`src/hw/rtl/cpg_pkg.sv`:
```
package cpg_pkg;

  localparam int unsigned CoordBits = 12;
  localparam int unsigned ColorBits = 32;
  localparam int unsigned DimBits   = 13;
  localparam int unsigned AddrBits  = 24;
  localparam int unsigned DecBits   = 18;

  localparam logic [DimBits-1:0] FbWidthReset  = DimBits'(640);
  localparam logic [DimBits-1:0] FbHeightReset = DimBits'(480);

  localparam logic [DecBits-1:0] DecStart   = DecBits'(3);
  localparam logic [DecBits-1:0] DecStepOut = DecBits'(10);
  localparam logic [DecBits-1:0] DecStepIn  = DecBits'(6);

  typedef enum logic {
    OP_START = 1'b0,
    OP_STEP  = 1'b1
  } op_e;

  typedef enum logic {
    CFG_FB_WIDTH  = 1'b0,
    CFG_FB_HEIGHT = 1'b1
  } cfg_idx_e;

  typedef logic [CoordBits-1:0] coord_t;
  typedef logic [ColorBits-1:0] color_t;
  typedef logic [DimBits-1:0]   dim_t;

  typedef struct packed {
    op_e    op;
    coord_t center_x;
    coord_t center_y;
    coord_t radius;
    color_t border_color;
    color_t fill_color;
    logic   filled;
  } in_t;

  typedef struct packed {
    logic                write_enable;
    coord_t              pixel_x;
    coord_t              pixel_y;
    logic [AddrBits-1:0] pixel_address;
    color_t              color;
    logic                last;
    logic                done_res;
  } out_t;

  typedef struct packed {
    coord_t center_x;
    coord_t center_y;
    coord_t oct_a;
    coord_t oct_b;
    color_t color;
    logic   done;
  } group_t;

endpackage

```
`src/hw/rtl/cpg_front.sv`:
```
module cpg_front (
  input  logic            clk_i,
  input  logic            rst_ni,
  input  logic            in_valid_i,
  output logic            in_ready_o,
  input  cpg_pkg::in_t    in_data_i,
  input  logic            full_i,
  output logic            push_o,
  output cpg_pkg::group_t push_data_o
);
  import cpg_pkg::*;

  localparam int unsigned SW = CoordBits + 2;

  coord_t ctr_x_q, ctr_x_d, ctr_y_q, ctr_y_d;
  coord_t step_x_q, step_x_d, step_y_q, step_y_d;
  coord_t fill_row_q, fill_row_d;
  logic [DecBits-1:0] dec_q, dec_d;
  color_t outline_q, outline_d, interior_q, interior_d;
  logic fill_mode_q, fill_mode_d, fill_phase_q, fill_phase_d, busy_q, busy_d;

  logic accept;
  logic signed [SW-1:0] xn, yn;
  logic dec_pos, adv_done;
  logic [DecBits-1:0] dec_adv;

  assign in_ready_o = !full_i;
  assign accept = in_valid_i && in_ready_o;

  always_comb begin
    dec_pos = !dec_q[DecBits-1] && (dec_q != '0);
    xn = $signed({2'b00, step_x_q}) + SW'(1);
    yn = dec_pos ? $signed({2'b00, step_y_q}) - SW'(1) : $signed({2'b00, step_y_q});
    if (dec_pos) begin
      dec_adv = dec_q + (DecBits'(xn - yn) << 2) + DecStepOut;
    end else begin
      dec_adv = dec_q + (DecBits'(xn) << 2) + DecStepIn;
    end
    adv_done = yn < xn;
  end

  always_comb begin
    ctr_x_d      = ctr_x_q;
    ctr_y_d      = ctr_y_q;
    step_x_d     = step_x_q;
    step_y_d     = step_y_q;
    fill_row_d   = fill_row_q;
    dec_d        = dec_q;
    outline_d    = outline_q;
    interior_d   = interior_q;
    fill_mode_d  = fill_mode_q;
    fill_phase_d = fill_phase_q;
    busy_d       = busy_q;
    push_o       = 1'b0;

    push_data_o.center_x = ctr_x_q;
    push_data_o.center_y = ctr_y_q;
    push_data_o.oct_a    = step_x_q;
    push_data_o.oct_b    = fill_phase_q ? fill_row_q : step_y_q;
    push_data_o.color    = fill_phase_q ? interior_q : outline_q;
    push_data_o.done     = 1'b0;

    if (accept) begin
      if (in_data_i.op == OP_START) begin
        ctr_x_d      = in_data_i.center_x;
        ctr_y_d      = in_data_i.center_y;
        step_x_d     = '0;
        step_y_d     = in_data_i.radius;
        fill_row_d   = '0;
        dec_d        = DecStart - (DecBits'(in_data_i.radius) << 1);
        outline_d    = in_data_i.border_color;
        interior_d   = in_data_i.fill_color;
        fill_mode_d  = in_data_i.filled;
        fill_phase_d = 1'b0;
        busy_d       = 1'b1;
      end else if (busy_q) begin
        push_o = 1'b1;
        if (!fill_phase_q && fill_mode_q && (step_y_q > step_x_q)) begin
          fill_phase_d = 1'b1;
          fill_row_d   = step_y_q - CoordBits'(1);
        end else if (fill_phase_q && (fill_row_q > step_x_q)) begin
          fill_row_d = fill_row_q - CoordBits'(1);
        end else begin
          fill_phase_d = 1'b0;
          fill_row_d   = '0;
          step_x_d     = xn[CoordBits-1:0];
          step_y_d     = yn[CoordBits-1:0];
          dec_d        = dec_adv;
          busy_d       = !adv_done;
          push_data_o.done = adv_done;
        end
      end
    end
  end

  always_ff @(posedge clk_i or negedge rst_ni) begin
    if (!rst_ni) begin
      ctr_x_q      <= '0;
      ctr_y_q      <= '0;
      step_x_q     <= '0;
      step_y_q     <= '0;
      fill_row_q   <= '0;
      dec_q        <= '0;
      outline_q    <= '0;
      interior_q   <= '0;
      fill_mode_q  <= 1'b0;
      fill_phase_q <= 1'b0;
      busy_q       <= 1'b0;
    end else begin
      ctr_x_q      <= ctr_x_d;
      ctr_y_q      <= ctr_y_d;
      step_x_q     <= step_x_d;
      step_y_q     <= step_y_d;
      fill_row_q   <= fill_row_d;
      dec_q        <= dec_d;
      outline_q    <= outline_d;
      interior_q   <= interior_d;
      fill_mode_q  <= fill_mode_d;
      fill_phase_q <= fill_phase_d;
      busy_q       <= busy_d;
    end
  end

endmodule

```
`src/hw/rtl/cpg_fifo.sv`:
```
module cpg_fifo (
  input  logic            clk_i,
  input  logic            rst_ni,
  input  logic            push_i,
  input  cpg_pkg::group_t push_data_i,
  output logic            full_o,
  output logic            head_valid_o,
  output cpg_pkg::group_t head_o,
  input  logic            pop_i
);
  import cpg_pkg::*;

  group_t mem_q [2];
  logic   wr_ptr_q, wr_ptr_d, rd_ptr_q, rd_ptr_d;
  logic [1:0] count_q, count_d;
  logic do_pop;

  assign full_o       = count_q == 2'd2;
  assign head_valid_o = count_q != 2'd0;
  assign head_o       = mem_q[rd_ptr_q];
  assign do_pop       = pop_i && head_valid_o;

  always_comb begin
    wr_ptr_d = push_i ? !wr_ptr_q : wr_ptr_q;
    rd_ptr_d = do_pop ? !rd_ptr_q : rd_ptr_q;
    count_d  = count_q + 2'(push_i) - 2'(do_pop);
  end

  always_ff @(posedge clk_i) begin
    if (push_i) begin
      mem_q[wr_ptr_q] <= push_data_i;
    end
  end

  always_ff @(posedge clk_i or negedge rst_ni) begin
    if (!rst_ni) begin
      wr_ptr_q <= 1'b0;
      rd_ptr_q <= 1'b0;
      count_q  <= 2'd0;
    end else begin
      wr_ptr_q <= wr_ptr_d;
      rd_ptr_q <= rd_ptr_d;
      count_q  <= count_d;
    end
  end

endmodule

```
`src/hw/rtl/cpg_back.sv`:
```
module cpg_back (
  input  logic            clk_i,
  input  logic            rst_ni,
  input  logic            head_valid_i,
  input  cpg_pkg::group_t head_i,
  output logic            pop_o,
  input  cpg_pkg::dim_t   fb_width_i,
  input  cpg_pkg::dim_t   fb_height_i,
  output logic            out_valid_o,
  input  logic            out_ready_i,
  output cpg_pkg::out_t   out_data_o
);
  import cpg_pkg::*;

  localparam int unsigned SW    = CoordBits + 2;
  localparam int unsigned CmpW  = (CoordBits > DimBits) ? CoordBits : DimBits;
  localparam int unsigned ProdW = (CoordBits + DimBits > AddrBits) ?
                                  (CoordBits + DimBits) : AddrBits;

  logic [2:0] k_q, k_d;
  logic a_valid_q, a_valid_d, a_ok_q, a_last_q, a_done_q;
  coord_t a_px_q, a_py_q;
  color_t a_color_q;
  logic out_valid_q, out_valid_d;
  out_t out_q;

  logic a_take, b_take;
  coord_t ua, ub;
  logic signed [SW-1:0] px, py;
  logic ok;
  logic [ProdW-1:0] prod;

  assign b_take = !out_valid_q || out_ready_i;
  assign a_take = !a_valid_q || b_take;
  assign pop_o  = head_valid_i && a_take && (k_q == 3'd7);

  always_comb begin
    ua = k_q[2] ? head_i.oct_b : head_i.oct_a;
    ub = k_q[2] ? head_i.oct_a : head_i.oct_b;
    px = k_q[0] ? $signed({2'b00, head_i.center_x}) - $signed({2'b00, ua})
                : $signed({2'b00, head_i.center_x}) + $signed({2'b00, ua});
    py = k_q[1] ? $signed({2'b00, head_i.center_y}) - $signed({2'b00, ub})
                : $signed({2'b00, head_i.center_y}) + $signed({2'b00, ub});
    ok = !px[SW-1] && !px[SW-2] && !py[SW-1] && !py[SW-2] &&
         (CmpW'(px[CoordBits-1:0]) < CmpW'(fb_width_i)) &&
         (CmpW'(py[CoordBits-1:0]) < CmpW'(fb_height_i));
    a_valid_d   = a_take ? head_valid_i : a_valid_q;
    k_d         = (a_take && head_valid_i) ? k_q + 3'd1 : k_q;
    out_valid_d = b_take ? a_valid_q : out_valid_q;
    prod        = ProdW'(a_py_q) * ProdW'(fb_width_i) + ProdW'(a_px_q);
  end

  always_ff @(posedge clk_i) begin
    if (a_take) begin
      a_px_q    <= px[CoordBits-1:0];
      a_py_q    <= py[CoordBits-1:0];
      a_ok_q    <= ok;
      a_color_q <= head_i.color;
      a_last_q  <= k_q == 3'd7;
      a_done_q  <= head_i.done;
    end
    if (b_take) begin
      out_q.write_enable  <= a_ok_q;
      out_q.pixel_x       <= a_ok_q ? a_px_q : '0;
      out_q.pixel_y       <= a_ok_q ? a_py_q : '0;
      out_q.pixel_address <= a_ok_q ? prod[AddrBits-1:0] : '0;
      out_q.color         <= a_color_q;
      out_q.last          <= a_last_q;
      out_q.done_res      <= a_done_q;
    end
  end

  always_ff @(posedge clk_i or negedge rst_ni) begin
    if (!rst_ni) begin
      k_q         <= 3'd0;
      a_valid_q   <= 1'b0;
      out_valid_q <= 1'b0;
    end else begin
      k_q         <= k_d;
      a_valid_q   <= a_valid_d;
      out_valid_q <= out_valid_d;
    end
  end

  assign out_valid_o = out_valid_q;
  assign out_data_o  = out_q;

endmodule

```
`src/hw/rtl/circle_pixel_generator_unit.sv`:
```
// A step item's points pass the queue, the stage A registers and the output register, then
// leave one per cycle while out_ready_i allows, eight per step item through the single pixel
// output port; start items emit nothing. A two-entry queue lets the front take items meanwhile.
// Reset: asynchronous, active low; the block goes idle with no circle running and the
// framebuffer registers at 640 by 480.
module circle_pixel_generator_unit (
  input  logic              clk_i,
  input  logic              rst_ni,
  input  logic              in_valid_i,
  output logic              in_ready_o,
  input  cpg_pkg::in_t      in_data_i,
  output logic              out_valid_o,
  input  logic              out_ready_i,
  output cpg_pkg::out_t     out_data_o,
  input  logic              cfg_we_i,
  input  cpg_pkg::cfg_idx_e cfg_idx_i,
  input  cpg_pkg::dim_t     cfg_data_i
);
  import cpg_pkg::*;

  dim_t   fb_width_q, fb_height_q;
  logic   push, full, head_valid, pop;
  group_t push_data, head;

  always_ff @(posedge clk_i or negedge rst_ni) begin
    if (!rst_ni) begin
      fb_width_q  <= FbWidthReset;
      fb_height_q <= FbHeightReset;
    end else if (cfg_we_i) begin
      unique case (cfg_idx_i)
        CFG_FB_WIDTH:  fb_width_q  <= cfg_data_i;
        CFG_FB_HEIGHT: fb_height_q <= cfg_data_i;
        default: ;
      endcase
    end
  end

  cpg_front u_front (
    .clk_i       (clk_i),
    .rst_ni      (rst_ni),
    .in_valid_i  (in_valid_i),
    .in_ready_o  (in_ready_o),
    .in_data_i   (in_data_i),
    .full_i      (full),
    .push_o      (push),
    .push_data_o (push_data)
  );

  cpg_fifo u_fifo (
    .clk_i        (clk_i),
    .rst_ni       (rst_ni),
    .push_i       (push),
    .push_data_i  (push_data),
    .full_o       (full),
    .head_valid_o (head_valid),
    .head_o       (head),
    .pop_i        (pop)
  );

  cpg_back u_back (
    .clk_i        (clk_i),
    .rst_ni       (rst_ni),
    .head_valid_i (head_valid),
    .head_i       (head),
    .pop_o        (pop),
    .fb_width_i   (fb_width_q),
    .fb_height_i  (fb_height_q),
    .out_valid_o  (out_valid_o),
    .out_ready_i  (out_ready_i),
    .out_data_o   (out_data_o)
  );

endmodule

```
`config.mk`:
```
export PLATFORM = sky130hd
export DESIGN_NAME = circle_pixel_generator_unit
export DESIGN_NICKNAME = d
export VERILOG_FILES = /design/src/hw/rtl/cpg_pkg.sv /design/src/hw/rtl/cpg_front.sv /design/src/hw/rtl/cpg_fifo.sv /design/src/hw/rtl/cpg_back.sv /design/src/hw/rtl/circle_pixel_generator_unit.sv
export SDC_FILE = /design/constraint.sdc
export NUM_CORES = 1
export LEC_CHECK = 0
export ABC_AREA = 1
export BUFFER_PORTS_ARGS = -buffer_cell sky130_fd_sc_hd__buf_2
export CAP_MARGIN = 20
export CORE_MARGIN = 5
export CORE_UTILIZATION = 62
export DETAILED_ROUTE_END_ITERATION = 8
export PLACE_DENSITY = 0.81
export SYNTH_ARGS = -nofsm -noshare
export SYNTH_HDL_FRONTEND = slang
export SYNTH_SLANG_ARGS = --single-unit
```
`constraint.sdc`:
```
create_clock -name clk_i -period 6.8 [get_ports clk_i]
set_input_delay 0.34 -clock clk_i [delete_from_list [all_inputs] [get_ports clk_i]]
set_output_delay 0.34 -clock clk_i [all_outputs]
set_load 0.01 [all_outputs]
```
### Word-level counts from Yosys, hierarchy flattened

Memory sizes are Yosys's and may differ from the RTL's.
Cells that the tools add are included.
W data, S select, Z words.

| word-level totals | value |
|---|---|
| register bits | 322 |
| memory bits (writable) | 162 |
| bits of input ports | 121 |
| memories kept | 1 |

| cells by class | value |
|---|---|
| $add $sub $neg | 18 |
| $mul | 1 |
| $lt $le $gt $ge | 5 |
| equal/unequal tests | 6 |
| muxes and demuxes | 42 |
| bitwise logic cells | 2 |
| reductions and logical operators | 35 |

Memory list:

| name | words | bits a word | rd ports | clocked after memory_dff | wr ports | line | RTL |
|---|---|---|---|---|---|---|---|
| u_fifo.mem_q | 2 | 81 | 1 | 0 | 1 | cpg_fifo.sv:13 | `group_t mem_q [2];` |

Operator list:

| operator | count |
|---|---|
| $mux W12 | 15 |
| $mux W18 | 5 |
| $mux W14 | 3 |
| $add A18 B18 Y18 | 2 |
| $mux W32 | 1 |
| $add A12 B12 Y13 | 2 |
| $lt A12 B13 Y1 | 2 |
| $sub A12 B12 Y13 | 2 |
| $add A24 B12 Y24 | 1 |
| $gt A12 B12 Y1 | 2 |
| $mul A12 B13 Y24 | 1 |
| $sub A12 B1 Y12 const B | 2 |
| $add A18 B3 Y18 const B | 1 |
| $add A18 B4 Y18 const B | 1 |
| $mux W1 | 18 |
| $reduce_bool A18 Y1 | 1 |
| $sub A14 B14 Y15 | 1 |
| $lt A14 B14 Y1 | 1 |
| $sub A2 B13 Y14 const A | 1 |
| $add A12 B1 Y13 const B | 1 |
| $logic_and A1 B1 Y1 | 13 |
| $sub A12 B1 Y13 const B | 1 |
| $logic_not A1 Y1 | 12 |
| $reduce_and A2 Y1 | 4 |
| 13 further kinds | 16 |

### Logic depth before layout (Yosys ltp)

Gate-level depths: netlist (run 1).

| logic depth | value |
|---|---|
| depth in word-level cells | 11 |
| gate-level depth with buffers | 33 |
| gate-level depth less buffers | 33 |

### Modules after synthesis

Synthesis (run 1) repeated with hierarchy kept, for this count alone.

| unflattened totals | value |
|---|---|
| cells, all modules | 3,731 |
| area total of the unflattened synthesis | 32,279.7 um^2 |

Modules (own cells, without submodules):

| module | times used | cells an instance | area each (um^2) | seq. area each (um^2) |
|---|---|---|---|---|
| cpg_back | 1 | 1,877 | 14,597.8 | 4,389.2 |
| cpg_front | 1 | 1,288 | 10,495.1 | 3,628.5 |
| cpg_fifo | 1 | 452 | 6,143.4 | 4,964.8 |
| circle_pixel_generator_unit | 1 | 114 | 1,043.5 | 658.1 |

### Worst setup path after synthesis (run 1)

Ideal clock, no wire load.

| timing | value |
|---|---|
| path kind | register -> register |
| start point | register fb_width_q[7] |
| end point | register u_back.out_q, in the netlist u_back.out_data_o[53] (data pin) |
| arrival time | 4.961 ns |
| setup slack | 1.577 ns |
| stages on the path, launching flop included | 24 |
| buffers on the path | 1 |
| period minus slack after synthesis | 5.223 ns |
| path through | dfstp_2 clkbuf_1 nand2_1 fa_1 inv_1 fa_1 inv_1 fa_1 inv_1 fa_1 inv_1 fa_1 inv_1 ha_1 a21oi_1 o21ai_0 a21oi_1 o21ai_0 nand3_1 nand2_1 nand2_1 nand2_1 o21ai_0 a21oi_1 |

| on the way | value |
|---|---|
| word-level cells in the longest chain between the ends | 2 |

Ends and longest elaborated chain:

| element | line | RTL |
|---|---|---|
| start, declared | circle_pixel_generator_unit.sv:21 | `dim_t fb_width_q, fb_height_q;` |
| start signal, assigned | circle_pixel_generator_unit.sv:27 | `fb_width_q <= FbWidthReset;` |
| start signal, assigned | circle_pixel_generator_unit.sv:31 | `CFG_FB_WIDTH: fb_width_q <= cfg_data_i;` |
| $mul A12 B13 Y24 | cpg_back.sv:50 | `prod = ProdW'(a_py_q) * ProdW'(fb_width_i) + ProdW'(a_px_q);` |
| $add A24 B12 Y24 | cpg_back.sv:50 |  |
| end, declared | cpg_back.sv:25 | `out_t out_q;` |

Every way passes these cells.
A chain may end at the register's enable or synchronous reset.

### Worst setup path after layout (run 1)

| timing | value |
|---|---|
| start point | register fb_width_q[7] |
| end point | register u_back.out_q, in the netlist u_back.out_data_o[51] (data pin) |

The elaborated chain is that of the path after synthesis.

==> out/summary.txt, run 1 <==
status -> finished clean
Setup Viol. Count Final -> 0
H-tree levels -> 2
setup TNS -> 0 ps
worst hold stages -> 3
Initial DRC Count -> 1,845
clock skew -> 13.3 ps
Yosys cell types -> 65
Worst-Margin Slew -> 1120 ps
CTS tree -> done
top-area cell type share of the netlist area -> 29.6%
Achievable Freq -> 179 MHz
Max FO, Critical Path -> 14
Slew headroom -> 25.5%
WS Path Type -> flop to flop
post-layout min period -> 5570 ps
worst r2r src -> fb_width_q[7]$_DFFE_PN1P_
Clock Path Buffers -> 3
Worst setup SP type -> flop
Seq cells post-synth -> 484
vias in the first global route -> 24,000
unrepaired setup endpoints after global routing -> no
Final #Nets -> 4,103
ys async rst share -> 37.2%
Main synth FF type -> edfxtp_1
Num CTS Buffers -> 50
most common cell after layout, fill and taps aside -> nand2_1
MaxCap Viol Count -> 0
Post-synth EDFFs -> 304
Top Family by Delay on Critical Path -> adder cells
root buf cell -> clkbuf_16
crit-path max cell delay -> 730 ps
Worst R2R End -> u_back.out_data_o[51]$_SDFFCE_PN0P_
Synth area leader -> edfxtp_1
DIE AREA -> 54,300 um2
Routed Antenna Nets -> 0
gpl congestion -> 0.932
Avg Inst Size Synth -> 9.19 um2
Final Hold Viols -> 0
total number of vias -> 23,800
critical path depth -> 21
Avg WL per Cell -> 17.7 um
Mapped Area -> 30,800 um2
largest net degree at the start of global routing -> 92
Hold Startpoint -> cfg_data_i[7]
Seq/Total Area, Yosys -> 44.3%
dpl hpwl -> 52,600 um
first-pass GRT wire length -> 123,000 um
overall track demand over capacity in global routing -> 28.4%
synthesis warning total -> 0
# diodes -> 0
Reg2Reg Setup Slack -> 1230 ps
port bufs -> 205
filler cell count -> 3,569
main area contributors after synthesis -> edfxtp_1, dfrtp_1, nand2_1, ha_1, fa_1
IO Pins -> 206
core area -> 49,100 um2
cells along the critical path -> nand2_1, fa_1, inv_1, fa_1, inv_1, fa_1, inv_1, fa_1, inv_1, fa_1, inv_1, ha_1, nand2_1, o21ai_0, a21oi_1, o21ai_0, nand3_1, nand2_1, a31oi_1, o21ai_0, a21oi_1
Starting Density -> 62.8%
hold crit path type -> input pin to flop
Hold EP -> fb_height_q[7]$_DFFE_PN1P_
antenna violations before repair -> 0
WL final -> 76,300 um
CP required -> 7150 ps
clk_lat worst skew -> 610 ps
FF-to-FF path depth -> 21
CP max-delay cell -> dfstp_2
TritonRoute pass-1 iters -> 6
CTS Sinks -> 484
Worst Path Buf+Inv -> 5
Worst Setup End Kind -> flop
vias per cell -> 5.52
final max-slew violation count -> 0
Worst Path Arrival -> 5920 ps
Synth Instances -> 3,351
layout cells sized above 1 -> 11.3%
fin crit share -> 82.0%
die width -> 233 um
grt ovf -> 0
site row count -> 81
Die Span Y -> 233 um
number of remaining DRC errors -> 0
syn nets -> 3,842
clk slew on worst S/H paths -> 60 ps
commonest cells after routing, fill and taps aside -> nand2_1, inv_1, edfxtp_1
synthesis-to-finish area growth -> 13.6%
==> logic make-up after synthesis <==
group | Yosys count | synth area share [%]
buffers and inverters | 670 | 8.38
adders and majority gates | 370 | 18.1
AOI/OAI and AO/OA | 491 | 8.96
muxes | 58 | 2.11
DFF | 484 | 44.3
xor gates and xnor gates | 87 | 2.50
and+or+nand+nor | 1191 | 15.7
==> tightest hold or removal path, stage by stage <==
cell     delay, ps
buf_2           90
inv_1           90
o21ai_0        100
==> layer usage <==
layer,vias up,wire (um),track usage [%]
li1,11400,-,-
met1,11400,29800,35.7
met2,903,38600,49.3
met3,215,4450,3.94
met4,0,3500,12.4
met5,-,0,0
==> metrics by stage <==
step                instances  instance area [um2]  utilization, %  setup WS (ps)  hold WS (ps)
global route             4318                35000            71.4            827          58.1
finish                   4318                35000            71.4           1230          39.5
detailed placement       4127                32400            66.0           1320           405
CTS                      4317                35000            71.3           1270          17.2
global placement         4127                32400            66.0           1440           400
floorplan                3351                30800               -           1580          44.4
==> timing repair <==
| item | 4_1_cts | 5_1_grt |
|---|---|---|
| setup buffers | 0 | 0 |
| hold buffers | 96 | 0 |
| endpoints found under the hold margin | 168 | 0 |
| gates resized for setup | 0 | 0 |
==> flip-flops by register name (all words and copies together) (netlist names), 13 cells and up <==
| name | count |
|---|---|
| u_fifo.mem_q | 162 |
| u_back.out_data_o | 83 |
| u_back.a_color_q | 32 |
| u_front.interior_q | 32 |
| u_front.outline_q | 32 |
| u_front.dec_q | 18 |
| fb_height_q | 13 |
| fb_width_q | 13 |
==> synthesized netlist by cell type, types with 7 or more instances <==
library cell  count
a21o_1           10
a21oi_1         152
a31oi_1           7
buf_2            12
clkbuf_1         87
dfrtp_1         174
edfxtp_1        304
fa_1            127
ha_1            243
inv_1           550
inv_2             7
mux2_2           55
nand2_1         943
nand3_1          73
nand4_1          20
nor2_1           94
nor3_1           23
nor4_1            8
o2111ai_1         7
o211ai_1         17
o21a_1            7
o21ai_0         219
o21ai_1          17
o21bai_1          9
xnor2_1          19
xor2_1           67
==> worst max-delay path by stage <==
| stage | startpoint | endpoint | slack, ps |
|---|---|---|---|
| after CTS | fb_width_q[7]$_DFFE_PN1P_ | u_back.out_data_o[51]$_SDFFCE_PN0P_ | 1270 |
| after global placement | fb_width_q[7]$_DFFE_PN1P_ | u_back.out_data_o[51]$_SDFFCE_PN0P_ | 1440 |
| after global routing | fb_width_q[7]$_DFFE_PN1P_ | u_back.out_data_o[51]$_SDFFCE_PN0P_ | 830 |
| after floorplan | fb_width_q[7]$_DFFE_PN1P_ | u_back.out_data_o[53]$_SDFFCE_PN0P_ | 1580 |
| final | fb_width_q[7]$_DFFE_PN1P_ | u_back.out_data_o[51]$_SDFFCE_PN0P_ | 1230 |
| after detailed placement | fb_width_q[7]$_DFFE_PN1P_ | u_back.out_data_o[51]$_SDFFCE_PN0P_ | 1320 |
==> final cells by class <==
cell class / count / area, um2 / area share (%)
Inverter: 561 / 2110 / 6.04
Clock buffer: 65 / 1380 / 3.94
Sequential cell: 484 / 13600 / 39.0
Multi-Input combinational cell: 2197 / 14600 / 41.8
Clock inverter: 29 / 251 / 0.718
Timing Repair Buffer: 318 / 2170 / 6.19
Tap cell: 664 / 831 / 2.37
Power of run 1 is left out: the tool's default activity adds up to more than one toggle a clock period on the data nets, which glitch-free logic cannot reach.
==> run 2, diff against run 1 <==
clock period = 5.5 ns   (was 6.8 ns; I/O delays follow)
==> out/summary.txt, run 2 (synthesis results as in run 1) <==
status -> finished clean
dpl hpwl -> 53,500 um (+1.7%)
Clock Path Buffers -> 3 (unchanged)
CTS tree -> done
Final #Nets -> 4,177 (+1.8%)
CTS Sinks -> 484 (unchanged)
vias per cell -> 5.53 (+0.15%)
overall track demand over capacity in global routing -> 29.1% (+0.66 points)
Worst setup SP type -> flop
site row count -> 81 (unchanged)
Routed Antenna Nets -> 0 (unchanged)
Setup Viol. Count Final -> 0 (unchanged)
MaxCap Viol Count -> 0 (unchanged)
Placed Area -> 32,600 um2 (+0.67%)
Die Span Y -> 233 um (unchanged)
unrepaired setup endpoints after global routing -> yes
gpl congestion -> 0.950 (+2.0%)
layout cells sized above 1 -> 13.3% (+2.0 points)
CP max-delay cell -> dfstp_2
filler cell count -> 3,458 (-3.1%)
Worst-Margin Slew -> 912 ps (-206 ps)
IO Pins -> 206 (unchanged)
antenna violations before repair -> 2 (+2)
clk_lat worst skew -> 600 ps (about the same)
commonest cells after routing, fill and taps aside -> nand2_1, inv_1, edfxtp_1
placed cell count -> 4,156 (+0.70%)
total number of vias -> 24,300 (+1.9%)
root buf cell -> clkbuf_16
Starting Density -> 62.8% (unchanged)
Num CTS Buffers -> 50 (unchanged)
number of flip-flops in the largest register -> 162 (unchanged)
clk slew on worst S/H paths -> 60 ps (about the same)
DIE AREA -> 54,300 um2 (unchanged)
WL final -> 79,100 um (+3.6%)
die width -> 233 um (unchanged)
H-tree levels -> 2 (unchanged)
Achievable Freq -> 187 MHz (+4.1%)
Max FO, Critical Path -> 7 (-7)
Final Hold Viols -> 0 (unchanged)
Avg WL per Cell -> 18.0 um (+1.9%)
Slew headroom -> 39.2% (+14 points)
grt ovf -> 0 (unchanged)
WS Path Type -> flop to flop
hold crit path type -> input pin to flop
Initial DRC Count -> 1,896 (+2.8%)
vias in the first global route -> 24,500 (+1.9%)
Worst Path Arrival -> 5700 ps (-220 ps)
final max-slew violation count -> 0 (unchanged)
cells along the critical path -> buf_4, nand2_1, fa_1, inv_1, fa_1, fa_1, inv_1, fa_1, fa_1, inv_1, ha_1, nand2_1, nor2_1, nand2_1, o211ai_1, nand2_1, nand3_1, a21oi_1, nor2_2, o21ai_0, nand2_1, nor2_1
TritonRoute pass-1 iters -> 6 (unchanged)
post-layout util -> 72.7% (+1.3 points)
Largest Register -> u_fifo.mem_q
Worst Setup End Kind -> flop
CP required -> 5840 ps (-1310 ps)
post-layout min period -> 5350 ps (-219 ps)
fin crit share -> 97.4% (+15 points)
most common cell after layout, fill and taps aside -> nand2_1
final instance area -> 35,700 um2 (+1.9%)
first-pass GRT wire length -> 125,000 um (+1.7%)
largest net degree at the start of global routing -> 101 (+9.8%)
synthesis-to-finish area growth -> 15.8%
crit-path max cell delay -> 630 ps (-100 ps)
port bufs -> 205 (unchanged)
clock skew -> 16.5 ps (+3.13 ps)
core area -> 49,100 um2 (unchanged)
post-route insts no fill -> 4,393 (+1.7%)
number of remaining DRC errors -> 0 (unchanged)
run 2: cell count changes in the layout (fill, tap and decap cells not counted), sizes merged:
cell	delta
bufinv	-1
clkbuf	+12
buf	+65
dlygate4sd3	+9
inv	+2
clkinv	-10
diode	+2
clkinvlp	-4
run 2: critical path: cells and delay by family, from the launching register on:
| kind | cells | cell delay, ps |
|---|---|---|
| DFF | 1 | 630 |
| and+or+nand+nor | 9 | 1000 |
| adders and majority gates | 6 | 2790 |
| buffers and inverters | 4 | 360 |
| AOI/OAI and AO/OA | 3 | 320 |
run 2: layout make-up:
cell class	instances	area (um2)	area share, %
multi-input combinational	2197	14700	41.2
sequential	484	13700	38.3
timing repair buffer	392	2730	7.64
inverter	561	2110	5.93
clock buffer	77	1500	4.19
tap	664	831	2.33
clock inverter	16	163	0.456
antenna	2	5.00	0.0140
run 2: worst paths after layout:
kind	startpoint	end	slack (ps)	depth (start not counted)
min reg2reg	u_back.a_color_q[30]$_DFFE_PN_	u_back.out_data_o[32]$_DFFE_PP_	410	0
min	in_data_i[68]	u_front.step_y_q[3]$_DFFE_PN0P_	30	3
min in group asynchronous	rst_ni	u_front.interior_q[7]$_DFFE_PN0P_	320	2
max	fb_width_q[7]$_DFFE_PN1P_	u_back.out_data_o[57]$_SDFFCE_PN0P_	150	22
max reg2reg	fb_width_q[7]$_DFFE_PN1P_	u_back.out_data_o[57]$_SDFFCE_PN0P_	150	22
max in group asynchronous	rst_ni	fb_width_q[8]$_DFFE_PN0P_	3950	3
run 2: what timing repair did:
item | 4_1_cts | 5_1_grt
gates cloned | 0 | 0
endpoints found under the hold margin | 210 | 0
pin swaps | 0 | 2
buffers inserted | 0 | 37
endpoints found under the setup margin | 1 | 7
resized for setup | 1 | 21
hold buffers | 105 | 0
run 2: metrics by stage:
step / TNS, ps / hold WS (ps) / setup WS [ps]
5_1_grt: -193 / 32.8 / -61.4
3_3_place_gp: 0 / 402 / 154
4_1_cts: 0 / 2.17 / 57.5
3_5_place_dp: 0 / 405 / 50.5
2_1_floorplan: 0 / -20.6 / 277
6_report: 0 / 27.2 / 145
run 2: metal layers:
metal	wire (um)	global-route usage, %	vias to the layer above
met1	29800	35.6	11400
met3	5030	4.12	291
met4	4370	14.5	0
met5	0	0	-
li1	-	-	11500
met2	39800	50.6	1047
Power of run 2 is left out for the same reason.
